==> src/gbs_pkg.sv <==
// ----------------------------------------------------------------------------
// gbs_pkg: shared types and constants for greedy box suppression
// Controller states, cell control, overlap result and fixed field widths.
// ----------------------------------------------------------------------------
`default_nettype none

package gbs_pkg;

  // fixed field widths
  localparam int unsigned THR_W       = 17;
  localparam int unsigned INDEX_W     = 16;
  localparam int unsigned EDGE_W      = 16;
  localparam int unsigned TOTAL_W     = 7;
  localparam int unsigned THR_SHIFT   = 16;

  // threshold after reset, 0.45 in Q1.16
  localparam logic [THR_W-1:0] THR_RESET = 17'd29491;

  // register stages in the overlap test unit
  localparam int unsigned PIPE_LAT = 4;

  // controller states, one-hot
  typedef enum logic [3:0] {
    ST_IDLE   = 4'b0001,
    ST_SCAN   = 4'b0010,
    ST_DRAIN  = 4'b0100,
    ST_DECIDE = 4'b1000
  } gbs_state_t;

  // per-cell control
  typedef struct packed {
    logic shift;  // take a box from the neighbour this cycle
    logic wrap;   // last live cell: take the head box instead
    logic load;   // store the current candidate
  } gbs_cell_ctrl_t;

  // overlap test outcome
  typedef struct packed {
    logic valid;
    logic hit;
  } gbs_hit_t;

endpackage

`default_nettype wire

==> src/gbs_overlap.sv <==
// ----------------------------------------------------------------------------
// gbs_overlap: pipelined IoU threshold test
// Tests inter*65536 > threshold*union for one kept box per cycle.
// ----------------------------------------------------------------------------
`default_nettype none

module gbs_overlap #(
  parameter int unsigned COORD_BITS = 16
) (
  input  wire                           clk,
  input  wire                           rst,
  input  wire                           in_valid,
  input  wire  [4*COORD_BITS-1:0]       kept_box,
  input  wire  [4*COORD_BITS-1:0]       cand_box,
  input  wire  [gbs_pkg::THR_W-1:0]     thr,
  output gbs_pkg::gbs_hit_t             result
);

  localparam int unsigned CW     = COORD_BITS;
  localparam int unsigned AREA_W = 2 * CW;
  localparam int unsigned UNI_W  = AREA_W + 1;
  localparam int unsigned PROD_W = UNI_W + gbs_pkg::THR_W;

  // saturating span
  function automatic logic [CW-1:0] span(input logic [CW-1:0] lo, input logic [CW-1:0] hi);
    span = (hi > lo) ? (hi - lo) : '0;
  endfunction

  logic [CW-1:0] ka_x0, ka_y0, ka_x1, ka_y1;
  logic [CW-1:0] kc_x0, kc_y0, kc_x1, kc_y1;

  assign {ka_x0, ka_y0, ka_x1, ka_y1} = kept_box;
  assign {kc_x0, kc_y0, kc_x1, kc_y1} = cand_box;

  // stage 1: widths and heights
  logic          v1;
  logic [CW-1:0] wa, ha, wc, hc, iw, ih;

  always_ff @(posedge clk) begin
    wa <= span(ka_x0, ka_x1);
    ha <= span(ka_y0, ka_y1);
    wc <= span(kc_x0, kc_x1);
    hc <= span(kc_y0, kc_y1);
    iw <= span((ka_x0 > kc_x0) ? ka_x0 : kc_x0, (ka_x1 < kc_x1) ? ka_x1 : kc_x1);
    ih <= span((ka_y0 > kc_y0) ? ka_y0 : kc_y0, (ka_y1 < kc_y1) ? ka_y1 : kc_y1);
  end

  // stage 2: areas
  logic              v2;
  logic [AREA_W-1:0] area_a, area_c, inter2;

  always_ff @(posedge clk) begin
    area_a <= wa * ha;
    area_c <= wc * hc;
    inter2 <= iw * ih;
  end

  // stage 3: union; intersection never exceeds either area
  logic              v3;
  logic [UNI_W-1:0]  uni3;
  logic [AREA_W-1:0] inter3;

  always_ff @(posedge clk) begin
    uni3   <= UNI_W'(area_a) + UNI_W'(area_c) - UNI_W'(inter2);
    inter3 <= inter2;
  end

  // stage 4: scaled union and scaled intersection
  logic              v4;
  logic              uni_nz;
  logic [PROD_W-1:0] prod4;
  logic [PROD_W-1:0] inter_sh;

  always_ff @(posedge clk) begin
    prod4    <= PROD_W'(uni3) * PROD_W'(thr);
    inter_sh <= PROD_W'(inter3) << gbs_pkg::THR_SHIFT;
    uni_nz   <= (uni3 != '0);
  end

  // stage valid flags
  always_ff @(posedge clk) begin
    if (rst) begin
      v1 <= 1'b0;
      v2 <= 1'b0;
      v3 <= 1'b0;
      v4 <= 1'b0;
    end else begin
      v1 <= in_valid;
      v2 <= v1;
      v3 <= v2;
      v4 <= v3;
    end
  end

  // a zero union never suppresses
  assign result.valid = v4;
  assign result.hit   = v4 && uni_nz && (inter_sh > prod4);

endmodule

`default_nettype wire

==> config.mk <==
export PLATFORM = sky130hd
export DESIGN_NAME = gbs_overlap
export DESIGN_NICKNAME = d
export VERILOG_FILES = /design/src/gbs_pkg.sv /design/src/gbs_overlap.sv
export SDC_FILE = /design/constraint.sdc
export NUM_CORES = 2
export LEC_CHECK = 0
export ABC_AREA = 1
export BUFFER_PORTS_ARGS = -buffer_cell sky130_fd_sc_hd__buf_2
export CORE_MARGIN = 2
export CORE_UTILIZATION = 41
export CTS_BUF_LIST = sky130_fd_sc_hd__clkbuf_8
export CTS_CLUSTER_DIAMETER = 100
export DETAILED_ROUTE_END_ITERATION = 8
export PLACE_DENSITY = 0.64
export SYNTH_ARGS = -nofsm -noshare
export SYNTH_HDL_FRONTEND = slang
export SYNTH_SLANG_ARGS = --single-unit
==> constraint.sdc <==
create_clock -name clk -period 13.45 [get_ports clk]
set_clock_uncertainty 0.2 [all_clocks]
set_input_delay 3.3625 -clock clk [delete_from_list [all_inputs] [get_ports clk]]
set_output_delay 3.3625 -clock clk [all_outputs]
set_load 0.02 [all_outputs]
==> run metrics <==
outcome=finished, final reports clean; Data arrival, critical path=9050 ps; post-CTS setup buffers=0; DRT antenna net count=0; Hold Path Origin=inter3[12]; final setup fails=0; min cycle time layout=8610 ps; Hold Path Sink=inter_sh[28]; clk slew on worst S/H paths=70 ps; count leader, synth=nand2_1; Tot GR Track Use=0.238; Hold Crit Class=reg2reg; final WL=189 mm; RSZ-0062 raised after global routing=false; I/O pin cnt=150; Vias/cell=4.85; leading area contributor after synthesis=fa_1; Post-Syn Instances=9,181; ys flop type=dfxtp_1; DRT iter0 DRCs=3,204; IO Port Bufs=149; Critical Path Source Type=input port; Hold Crit Depth=0; post-synth cell types=42; first-pass GRT wire length=310 mm; DR top layer=met5; critical path fanouts, max=33; CTS Buffer Depth=3; YS warnings=0; htree depth=2; R2R Path End=prod4[21]; GPL Wtd Cong=0.950; pin count of the biggest net entering global routing=34; synth top area cells=fa_1, nand2_1, inv_1, ha_1, dfxtp_1; sequential area share after synthesis=0.104; Fin Setup TNS=0 ps; WS Path Type=in2reg; M1 WL=82.4 mm; r2r setup slk=7000 ps; CORE AREA=160,000 µm²; source of the worst register-to-register timing path=uni3[10]; Detailed Routing Iterations Pass 1=9; Mapped Area=66,000 µm²; Chip Width=405 µm; #FFs+latches synth=344; fin crit share=0.640; fillers=16,600; Layout area overhead=5.29%; Critical Path End Type=flip-flop; number of global-route vias before repair=58,200; Post-Syn Nets=11,100; met3 wire len=10.2 mm; FF-to-FF path depth=18; CTS resizes=0; CTS tree=yes; Final Max Tran Viols=0; syn_area_per_cell=7.19 µm²; Root Buffer=clkbuf_8; share of layout cells above drive strength 1=0.0388; Cell Rows=147; Fin. Hold Viols=0; CTS Sinks=344; ys async rst share=0; total grt overflow=0; post-DP HPWL=160 mm; antenna violations before repair=13; die area=164,000 µm²; Initial Util=0.412; post-synth top area share=0.329; Worst Tran Pin Value=1310 ps; met2 wire len=91.5 mm; Worst-Skew Late Latency=740 ps; WL/cell=16.8 µm; Hold Buf Count CTS=0; # DRC=0; fmax=116 MHz; slew margin rel.=0.125; EDFF count, synth=0; Die Y=405 µm; Post-synth top cells=nand2_1, inv_1, fa_1; Critical Path RT=13,890 ps; Num CTS Buffers=60; max cap viols=0; via count=54,700; # nets final=11,000
-- cell usage in the layout, fill, tap and decap left out, types with 6 or more instances in the layout --
cell | netlist | final
nand2_1 | 2677 | 2677
inv_1 | 2536 | 2553
fa_1 | 1084 | 1084
ha_1 | 659 | 659
nor2_1 | 369 | 369
dfxtp_1 | 344 | 344
a21oi_1 | 318 | 318
nand3_1 | 292 | 292
buf_2 | 7 | 149
xor2_1 | 116 | 116
o21ai_0 | 107 | 107
clkbuf_8 | 0 | 67
nand4_1 | 53 | 53
nor2_2 | 49 | 49
nor3_1 | 47 | 47
a21o_1 | 30 | 30
xnor2_1 | 26 | 26
buf_4 | 3 | 21
o21a_1 | 18 | 18
nand2_2 | 14 | 14
o21ai_1 | 14 | 14
o21bai_1 | 13 | 13
clkinv_2 | 0 | 11
inv_2 | 10 | 10
nor4_1 | 10 | 10
nor3_2 | 7 | 7
o211ai_1 | 7 | 7
diode_2 | 0 | 6
nand3b_1 | 6 | 6
-- per-layer routing --
metal	vias to the layer above	track usage
li1	26300	-
met1	26700	0.311
met2	1432	0.416
met3	293	0.0270
met4	8	0.0604
met5	-	0
-- through the flow --
stage / cell area, µm² / utilization / setup slack [ps] / std cells / hold WS (ps)
6_report: 69500 / 0.434 / 4840 / 11300 / 105
5_1_grt: 69500 / 0.434 / 4570 / 11300 / 126
4_1_cts: 69500 / 0.434 / 4860 / 11300 / 120
3_5_place_dp: 68200 / 0.426 / 4060 / 11200 / 112
3_3_place_gp: 68200 / 0.426 / 4060 / 11200 / 112
2_1_floorplan: 66000 / - / 4900 / 9181 / 110
-- sequential cells by signal, indices dropped and copies added, names as in the netlist, 32 cells and up --
| signal | count |
|---|---|
| uni3 | 33 |
| inter_sh | 32 |
| inter3 | 32 |
| inter2 | 32 |
| prod4 | 50 |
| area_a | 32 |
| area_c | 32 |
-- cell families after synthesis --
| kind of cell | count (synthesis) | share of synthesized area |
|---|---|---|
| simple gates | 3544 | 0.215 |
| buf+inv | 2892 | 0.166 |
| fa+ha+maj | 1743 | 0.454 |
| compound gates | 516 | 0.0422 |
| flops | 344 | 0.104 |
| xor+xnor | 142 | 0.0188 |
-- how the worst max path moves through the flow --
stage	startpoint	endpoint	slack, ps	cells past startpoint
detailed placement	thr[2]	prod4[21]	4060	19
global placement	thr[2]	prod4[21]	4060	19
floorplan	thr[2]	prod4[33]	4900	24
finish	thr[2]	prod4[21]	4840	19
global route	thr[2]	prod4[37]	4570	21
CTS	thr[2]	prod4[21]	4860	19
-- worst max-delay path, stage by stage --
cell and delay, ps:
buf_2 570, nand2_1 170, fa_1 550, fa_1 570
fa_1 450, fa_1 550, inv_1 50, fa_1 470
inv_1 50, fa_1 480, inv_1 60, ha_1 380
nand2_1 140, nor2_1 300, nand3_1 110, nand3_1 250
nand2_1 80, nand2_1 140, xor2_1 260
-- layout make-up --
| type | count | area (µm²) | share of cell area |
|---|---|---|---|
| Antenna cell | 6 | 15.0 | 0.000216 |
| Multi-Input combinational cell | 5945 | 48200 | 0.693 |
| Clock buffer | 67 | 922 | 0.0133 |
| Timing Repair Buffer | 170 | 903 | 0.0130 |
| Sequential cell | 344 | 6890 | 0.0991 |
| Tap cell | 2160 | 2700 | 0.0389 |
| Inverter | 2547 | 9560 | 0.138 |
| Clock inverter | 42 | 314 | 0.00452 |
Power is not shown: default switching activity piles up to over one toggle a cycle in this logic, so the estimate is an artifact.
