==> src/gbs_pkg.sv <==
// ----------------------------------------------------------------------------
// gbs_pkg: shared types and constants for greedy box suppression
// Controller states, cell control, overlap result and fixed field widths.
// ----------------------------------------------------------------------------
`default_nettype none

package gbs_pkg;

  // fixed field widths
  localparam int unsigned THR_W       = 17;
  localparam int unsigned INDEX_W     = 16;
  localparam int unsigned EDGE_W      = 16;
  localparam int unsigned TOTAL_W     = 7;
  localparam int unsigned THR_SHIFT   = 16;

  // threshold after reset, 0.45 in Q1.16
  localparam logic [THR_W-1:0] THR_RESET = 17'd29491;

  // register stages in the overlap test unit
  localparam int unsigned PIPE_LAT = 4;

  // controller states, one-hot
  typedef enum logic [3:0] {
    ST_IDLE   = 4'b0001,
    ST_SCAN   = 4'b0010,
    ST_DRAIN  = 4'b0100,
    ST_DECIDE = 4'b1000
  } gbs_state_t;

  // per-cell control
  typedef struct packed {
    logic shift;  // take a box from the neighbour this cycle
    logic wrap;   // last live cell: take the head box instead
    logic load;   // store the current candidate
  } gbs_cell_ctrl_t;

  // overlap test outcome
  typedef struct packed {
    logic valid;
    logic hit;
  } gbs_hit_t;

endpackage

`default_nettype wire

==> src/gbs_cell.sv <==
// ----------------------------------------------------------------------------
// gbs_cell: one slot of the kept-box ring
// Holds one kept box; rotates it towards the head or loads a new box.
// ----------------------------------------------------------------------------
`default_nettype none

module gbs_cell #(
  parameter int unsigned COORD_BITS = 16
) (
  input  wire                          clk,
  input  gbs_pkg::gbs_cell_ctrl_t      ctrl,
  input  wire  [4*COORD_BITS-1:0]      next_box,
  input  wire  [4*COORD_BITS-1:0]      head_box,
  input  wire  [4*COORD_BITS-1:0]      new_box,
  output logic [4*COORD_BITS-1:0]      box
);

  // slot contents: payload only, no reset
  always_ff @(posedge clk) begin
    if (ctrl.load) begin
      box <= new_box;
    end else if (ctrl.shift) begin
      box <= ctrl.wrap ? head_box : next_box;
    end
  end

endmodule

`default_nettype wire

==> config.mk <==
export PLATFORM = sky130hd
export DESIGN_NAME = gbs_cell
export DESIGN_NICKNAME = d
export VERILOG_FILES = /design/src/gbs_pkg.sv /design/src/gbs_cell.sv
export SDC_FILE = /design/constraint.sdc
export NUM_CORES = 1
export LEC_CHECK = 0
export BUFFER_PORTS_ARGS = -buffer_cell sky130_fd_sc_hd__buf_2
export CAP_MARGIN = 15
export CORE_MARGIN = 10
export CORE_UTILIZATION = 40
export CTS_BUF_LIST = sky130_fd_sc_hd__clkbuf_16
export DETAILED_ROUTE_END_ITERATION = 10
export GPL_TIMING_DRIVEN = 0
export PLACE_DENSITY = 0.88
export SETUP_SLACK_MARGIN = 0.02
export SYNTH_ARGS = -nofsm -noshare
export SYNTH_HDL_FRONTEND = slang
export SYNTH_SLANG_ARGS = --single-unit
export TNS_END_PERCENT = 5
==> constraint.sdc <==
create_clock -name clk -period 2.2 [get_ports clk]
set_input_delay 0.44 -clock clk [delete_from_list [all_inputs] [get_ports clk]]
set_output_delay 0.44 -clock clk [all_outputs]
set_load 0.005 [all_outputs]
==> impl_results.md, run 1 <==
* Hold_buf cts at 0
* Mux cell area share after synthesis at approximately 19%
* Initial DRC count at between 150 and 200
* Crit path capture: box[26]$_DFFE_PP_
* Crit end category: register
* Die Y at 111.2 um
* Max-slew violation count at 0
* Worst vdd ir at 0.5427 mV
* Max incr delay on CP at ~700 ps
* Root Buffer: clkbuf_16
* First-pass GRT wire length at 18510 um
* Drt via density at 4.839
* HPWL Detailed at slightly above 10000 um
* Regs by FF count: box x64
* P&R area growth vs syn at 51.82%
* Core Region at around 8200 um^2
* Slowest CP cell: or2_2
* Net Switching at between 0.8 and 0.9 mW
* Crit start category: primary input
* Layout Nets at approximately 740
* Final min period at 1642 ps
* Chip Width at roughly 110 um
* Worst-margin pin slew at 823.6 ps
* Sink Count at 64
* Synth Area in Compound Gates at under 10%
* Static Leakage at roughly 2.5 nW
* CTS Buf Count at 9
* Drt pass-1 iters at 4
* Setup Crit Path Kind: in2reg
* Synth cell types at 11
* Synth Area in Simple Gates at under 10%
* Clock share of power at about two fifths
* Setup violators final at 0
* PD cells at roughly 700 nW/um^2
* Worst-path clk slew at roughly 60 ps
* Share of cells above drive strength 1 at a little over half
* Gate power share at between 10% and 20%
* Worst-path cell chain: buf_2 -> or2_2 -> buf_12
* Post-CTS Setup Inserts at 0
* I/O pin cnt at 260
* Syn Std Cell Area at around 3300 um^2
* Internal power at 2.712 mW
* Initial antenna violation count at 0
* Metal2 WL at around 6500 um
* Largest net degree at the start of global routing at 36
* #FFs+latches synth at 64
* Final Cycle Share at about 75%
* Final WL at 12180 um
* Syn. warnings at 0
* GPL Wtd Cong at 0.9195
* Vias in the first global route at 3519
* Arrival time worst endpoint at 1650 ps
* Switching share of power at 23.83%
* Global Route Usage Sum at a little under a fifth
* ANT cells at 0
* Drt wl/cell at 18.54 um
* Max FFs per register at 64
* Hold Violations, Final at 0
* Wire length on met1 at 4231 um
* Port Buf Inserts at about 260
* Met3 WL at 1268 um
* Sequential cell area fraction in the yosys report at between 50 and 60%
* Die area at about 12000 um^2
* Max Cap Viol at 0
* CP max FO at 35
* CTS Buffer Depth at 2
* Resize count post-CTS at 0
* Core Rows at 33
* Hold Slack at around 400 ps
* Avg Inst Size Synth at roughly 12 um^2
* Setup_tns at 0 ps
* # DRC at 0
* Xor and xnor area share after synthesis at 0%
* Reg with most FFs: box
* Dominant combinational cell family by area after synthesis: multiplexers
* Remaining global-route overflow at 0
* CTS tree: built
* Top layer reached by signal wires: met4
* Via Count at between 3000 and 4000
* Sequential share of power at between 40% and 50%
* Total power at approximately 3.6 mW
* RSZ-0062 raised after global routing: false
* Post-DRT Antenna Nets at 0
* Achievable Freq at around 0.61 GHz
* Adder-Cell Fraction of Synth Area at 0%
* Post-synth net total at ~470
* Status: complete, no violations
* CP required at about 2200 ps
* CTS H-tree depth at 3
* Starting Density at about two fifths
* Hold crit path type: in2reg
* Rel. slew slack at 45.09%
* Cell count after synthesis at between 200 and 300
* Worst Setup SP: ctrl[0]
-- power by group through the flow --
stage	sequential, mW	clock [mW]	combinational (mW)
6_report	1.55	1.37	0.647
5_1_grt	1.56	1.45	0.716
4_1_cts	1.55	1.38	0.660
3_5_place_dp	1.57	0	0.659
3_3_place_gp	1.56	0	0.630
2_1_floorplan	1.59	0	0.237
-- worst min path at each step --
stage / start / endpoint / slack, ps / depth (start not counted)
after CTS: new_box[30] / box[30]$_DFFE_PP_ / 390 / 3
after global placement: new_box[10] / box[10]$_DFFE_PP_ / 720 / 3
after detailed placement: new_box[63] / box[63]$_DFFE_PP_ / 730 / 3
after global routing: new_box[5] / box[5]$_DFFE_PP_ / 410 / 3
after floorplan: new_box[0] / box[0]$_DFFE_PP_ / 630 / 2
final: new_box[6] / box[6]$_DFFE_PP_ / 400 / 3
-- Yosys cell counts (all sizes together) --
master	n	area, um^2
clkbuf	6	22.52
buf	15	177.7
nand2	64	240.2
edfxtp	64	1922
mux2i	64	640.6
o21ai	64	320.3
or2	1	6.260
-- worst max-delay path, delay by kind of cell --
family / cells / cell delay, ps
simple gates: 1 / 690
buf+inv: 2 / 490
-- layer usage --
layer  global-route usage, %  vias to the layer above
met2                   33.33                      173
met3                   8.442                       12
met4                   4.456                        0
met1                   18.92                     1444
li1                        -                     1550
met5                       0                        -
-- layout make-up --
cell class | count | area [um^2]
fillers | 673 | 3120
flip-flops and latches | 64 | 1922
repair buffers | 258 | 1306
multi-input cells | 193 | 1207
clock buffers | 9 | 225.2
plain buffers | 21 | 200.2
well taps | 105 | 131.4
clock inverters | 7 | 62.56
-- stage by stage --
step	std cells	setup slack, ps	utilization, %	cell area [um^2]
after floorplan	278	364.6	-	3329
after global placement	640	8.575	58.07	4747
after detailed placement	641	189.4	58.31	4767
after CTS	657	528.9	61.83	5055
after global routing	657	463.4	61.83	5055
final	657	557.8	61.83	5055
-- cell families (layout without fill, tap and decap cells) --
logic type / count (synthesis) / count (layout)
mux: 64 / 64
buf+inv: 21 / 295
flops: 64 / 64
compound gates: 64 / 64
simple gates: 65 / 65
-- cells in the final DEF (no fill, tap or decap), drive strengths merged --
cell / instances
clkbuf: 15
or2: 1
nand2: 64
edfxtp: 64
mux2i: 64
bufinv: 1
clkinvlp: 2
clkinv: 4
o21ai: 64
buf: 273
Note: power is estimated with default switching activity, not from simulation.
==> inputs of run 2 (changes only) <==
- CORE_UTILIZATION: 40 -> 36
- PLACE_DENSITY: 0.88 -> 0.84
- clock period: 2.2 -> 1.4 ns (I/O delays scaled with it)
==> run 2 against run 1 <==
Compared with the run above:
- final cell count up 0.61%
- clock power up 52%
- total power up 55%
- utilization down 6.5 points
- sequential power up 57%
- design area down 0.30%
- die area up 9.1%
- setup slack worse by 380 ps
- flip-flop and latch count unchanged
- non-clock buffer count down 1
- critical endpoint is now box[48]$_DFFE_PP_
==> impl_results.md, run 2 (synthesis results as in run 1) <==
* Net Switching at around 1.3 mW
* Fillers at approximately 820
* Layout Nets at approximately 740
* Slowest CP cell: or2_2
* Gate power share at between 10% and 20%
* Rel. slew slack at around half
* Largest net degree at the start of global routing at 65
* Top delay family on crit path: simple AND/OR/NAND/NOR gates
* Most common cell after layout, fill and taps aside: buf_2
* Crit end category: register
* Worst-path clk slew at ~60 ps
* HPWL Detailed at ~10000 um
* Setup violators final at 0
* Post-DRT Antenna Nets at 0
* CTS H-tree depth at 3
* CTS Buffer Depth at 2
* First-pass GRT wire length at around 17000 um
* Post-CTS Setup Inserts at 0
* Clock share of power at between 30% and 40%
* Fin util at a little under three fifths
* Die Y at ~120 um
* Initial antenna violation count at 0
* CP required at 1340 ps
* Hold Violations, Final at 0
* Drt pass-1 iters at 4
* Core Region at 9109 um^2
* P&R area growth vs syn at 51.37%
* Hold crit path type: in2reg
* Root Buffer: clkbuf_16
* Worst vdd ir at slightly below 0.6 mV
* Final WL at approximately 12000 um
* Worst-margin pin slew at 779.5 ps
* Place WS at -241.0 ps
* Drt via density at between 4 and 5
* Vias in the first global route at between 3000 and 4000
* FF/Latch Area at around 1900 um^2
* Regs by FF count: box x64
* CTS Buf Count at 9
* Internal power at about 4.2 mW
* Sink Count at 64
* Drt wl/cell at roughly 18 um
* Sequential share of power at between 40% and 50%
* Final min period at 1217 ps
* Buf/Inv on CP at 1
* GPL Wtd Cong at approximately 0.90
* RSZ-0062 raised after global routing: false
* Max Cap Viol at 0
* Switching share of power at a little under a quarter
* ANT cells at 0
* CP max FO at 32
* Core Rows at 35
* # DRC at 0
* Die area at about 13000 um^2
* Status: complete, no violations
* Max-slew violation count at 0
* Hold_buf cts at 0
* Port Buf Inserts at approximately 260
* PD cells at 1097 nW/um^2
* Area taken by multi-input logic gates at roughly 1200 um^2
* Achievable Freq at between 0.8 and 0.9 GHz
* Chip Width at around 120 um
* CTS tree: built
* Arrival time worst endpoint at 1160 ps
* Max FFs per register at 64
* Starting Density at a little over a third
* Min setup slack post-route at approximately 180 ps
* Static Leakage at 2.529 nW
* Initial DRC count at 161
* Commonest non-fill, non-tap cells in the layout: buf_2 (264), mux2i_1 (64), nand2_1 (64), edfxtp_1 (64), o21ai_1 (60)
* Final Cycle Share at between 80% and 90%
* Crit start category: primary input
* I/O pin cnt at 260
* Via Count at about 3200
* Remaining global-route overflow at 0
* Reg with most FFs: box
* Setup Crit Path Kind: in2reg
* Share of cells above drive strength 1 at between 50% and 60%
* Global Route Usage Sum at between 10% and 20%
* Max incr delay on CP at 670 ps
* Worst-path cell chain: buf_2 -> or2_2
## run 2: tightest hold or removal path: stages
cell	delay, ps
buf_2	70
nand2_1	40
o21ai_1	60
## run 2: through the flow
stage | setup TNS (ps) | power (mW) | cells | instance area (um^2) | hold slack [ps]
2_1_floorplan | 0 | 2.876 | 278 | 3332 | 471.2
3_3_place_gp | -12310 | 3.451 | 646 | 4757 | 563.2
3_5_place_dp | -15190 | 3.498 | 646 | 4757 | 564.8
4_1_cts | 0 | 5.593 | 660 | 5034 | 230.7
5_1_grt | 0 | 5.786 | 661 | 5040 | 248.4
6_report | 0 | 5.528 | 661 | 5040 | 244.5
## run 2: power groups by stage
| stage | logic, mW | registers [mW] | clock network, mW |
|---|---|---|---|
| after detailed placement | 1.03 | 2.47 | 0 |
| after floorplan | 0.374 | 2.50 | 0 |
| after CTS | 1.03 | 2.43 | 2.13 |
| final | 1.01 | 2.43 | 2.08 |
| after global placement | 0.994 | 2.46 | 0 |
| after global routing | 1.12 | 2.45 | 2.22 |
## run 2: path summary, 6_finish.rpt
path                  slack, ps                 to  startpoint  cells after the start
worst max-delay path        180  box[48]$_DFFE_PP_     ctrl[0]                      2
worst min-delay path        240   box[4]$_DFFE_PP_  new_box[4]                      3
## run 2: timing repair
| action | 4_1_cts | 5_1_grt |
|---|---|---|
| gates resized for setup | 0 | 0 |
| setup endpoints to repair | 0 | 1 |
| hold endpoints to repair | 0 | 0 |
## run 2: routing by layer
layer	routed length [um]	GRT usage [%]	vias to the layer above
li1	-	-	1551
met1	4387	16.21	1427
met2	6218	29.77	166
met3	1214	5.958	14
met4	138	5.755	0
met5	0	0	-
## run 2: area by class of cell
cell class	count	share of cell area, %
plain buffers	21	3.972
clock buffers	9	4.469
flip-flops and latches	64	38.13
clock inverters	5	1.018
repair buffers	257	25.52
multi-input cells	194	24.13
well taps	111	2.756
==> inputs of run 3 (changes only) <==
- CORE_UTILIZATION: 36 -> 43
- PLACE_DENSITY: 0.84 -> 0.93
- clock period: 1.4 -> 1.5 ns (I/O delays scaled with it)
==> run 3 against run 2 <==
Compared with the run above:
- design area shrank 0.32%
- global-route usage grew 3.6 points
- highest routed layer unchanged
- clock power down 7%
- critical path type unchanged
- flip-flop and latch count is the same
- wire length is 1.9% higher
- clock-buffer cell count is the same
- largest power group unchanged
- largest cell class unchanged
- critical path depth unchanged
- final cell count shrank 1.4%
==> impl_results.md, run 3 (synthesis results as in run 1) <==
* Layout Nets at around 740
* Most common cell after layout, fill and taps aside: buf_2
* I/O pin cnt at 260
* CTS Buffer Depth at 2
* Max incr delay on CP at between 700 and 800 ps
* GPL Wtd Cong at between 0.9 and 1
* Worst vdd ir at 0.5899 mV
* Total placed instance area at approximately 4700 um^2
* Share of cells above drive strength 1 at between 50 and 60%
* Hold wc startpoint: new_box[48]
* Via Count at between 3000 and 4000
* CTS tree: built
* Core Region at between 7000 and 8000 um^2
* Drt via density at 5.023
* Max FFs per register at 64
* CTS Buf Count at 9
* Largest net degree at the start of global routing at 65
* First-pass GRT wire length at ~18000 um
* Max-slew violation count at 0
* Drt pass-1 iters at 4
* Setup violators final at 0
* Drt wl/cell at ~19 um
* CP required at 1440 ps
* Buf/Inv on CP at 1
* Worst Setup SP: ctrl[0]
* CTS H-tree depth at 3
* Slowest CP cell: or2_4
* Max Cap Viol at 0
* Resize count post-CTS at 0
* Worst-path clk slew at approximately 50 ps
* ANT cells at 0
* Die area at about 12000 um^2
* Hold_buf cts at 0
* Chip Width at 108.0 um
* P&R area growth vs syn at 50.88%
* Top delay family on crit path: simple AND/OR/NAND/NOR gates
* Fin util at 65.69%
* Vias in the first global route at roughly 3700
* Achievable Freq at around 0.76 GHz
* Final WL at 12190 um
* Final min period at between 1000 and 1500 ps
* Static Leakage at around 2.5 nW
* Crit start category: primary input
* Crit end category: register
* Final Cycle Share at 87.51%
* Initial DRC count at around 130
* Regs by FF count: box x64
* Setup Crit Path Kind: in2reg
* Rel. slew slack at about two fifths
* Hold crit path type: in2reg
* Die Y at around 110 um
* Status: complete, no violations
* Worst-path cell chain: buf_2 -> or2_4
* PD cells at 1026 nW/um^2
* # DRC at 0
* Total power at ~5.2 mW
* CP max FO at 64
* Reg with most FFs: box
* Worst-margin pin slew at 879.6 ps
* Core Rows at 32
* Post-DRT Antenna Nets at 0
* Global Route Usage Sum at slightly below 20%
* Starting Density at around 44%
* Post-CTS Setup Inserts at 0
* Remaining global-route overflow at 0
* Hold Violations, Final at 0
* Port Buf Inserts at roughly 260
* Design Area, Final at 5024 um^2
* RSZ-0062 raised after global routing: false
* Sink Count at 64
* HPWL Detailed at approximately 10000 um
* Initial antenna violation count at 0
* Root Buffer: clkbuf_16
* Arrival time worst endpoint at 1250 ps
* Commonest non-fill, non-tap cells in the layout: buf_2 (264), mux2i_1 (64), nand2_1 (64), edfxtp_1 (64), o21ai_1 (60)
==> run 3: changes by cell type in the layout (fill, tap and decap cells not counted), sizes merged <==
cell      delta
clkinvlp     -1
or2          -1
clkinv       +2
==> run 3: power breakdown <==
| part | leakage [nW] | total (mW) | internal, mW | switching [mW] |
|---|---|---|---|---|
| Clock | 0.144 | 1.93 | 1.25 | 0.681 |
| Combinational | 1.73 | 0.949 | 0.489 | 0.460 |
| Sequential | 0.659 | 2.27 | 2.22 | 0.0522 |
==> run 3: through the flow <==
step / std cells / setup slack (ps) / TNS, ps / hold WS, ps
2_1_floorplan: 278 / 114.9 / 0 / 491.2
6_report: 652 / 187.4 / 0 / 269.1
4_1_cts: 652 / 210.2 / 0 / 256.5
5_1_grt: 652 / 121.0 / 0 / 265.0
3_3_place_gp: 637 / -97.71 / -6074 / 582.9
3_5_place_dp: 637 / -123.6 / -7758 / 588.8
==> run 3: metal layers <==
metal / part of all wire [%] / GRT usage (%)
met2: 52 / 35.56
met3: 12 / 8.983
met5: 0 / 0
met1: 32 / 18.06
met4: 3.8 / 10.88
==> run 3: worst paths after layout <==
| kind | to | cells past startpoint | slack, ps |
|---|---|---|---|
| worst max-delay path | box[29]$_DFFE_PP_ | 2 | 190 |
| worst min-delay path | box[48]$_DFFE_PP_ | 3 | 270 |
==> run 3: layout make-up <==
type                       instances  area, um^2
clock inverter                     6       52.55
multi-input combinational        193        1210
buffer                            21       200.2
sequential                        64        1922
clock buffer                       9       225.2
fill                             623        2624
timing repair buffer             257        1286
tap                              102       127.6
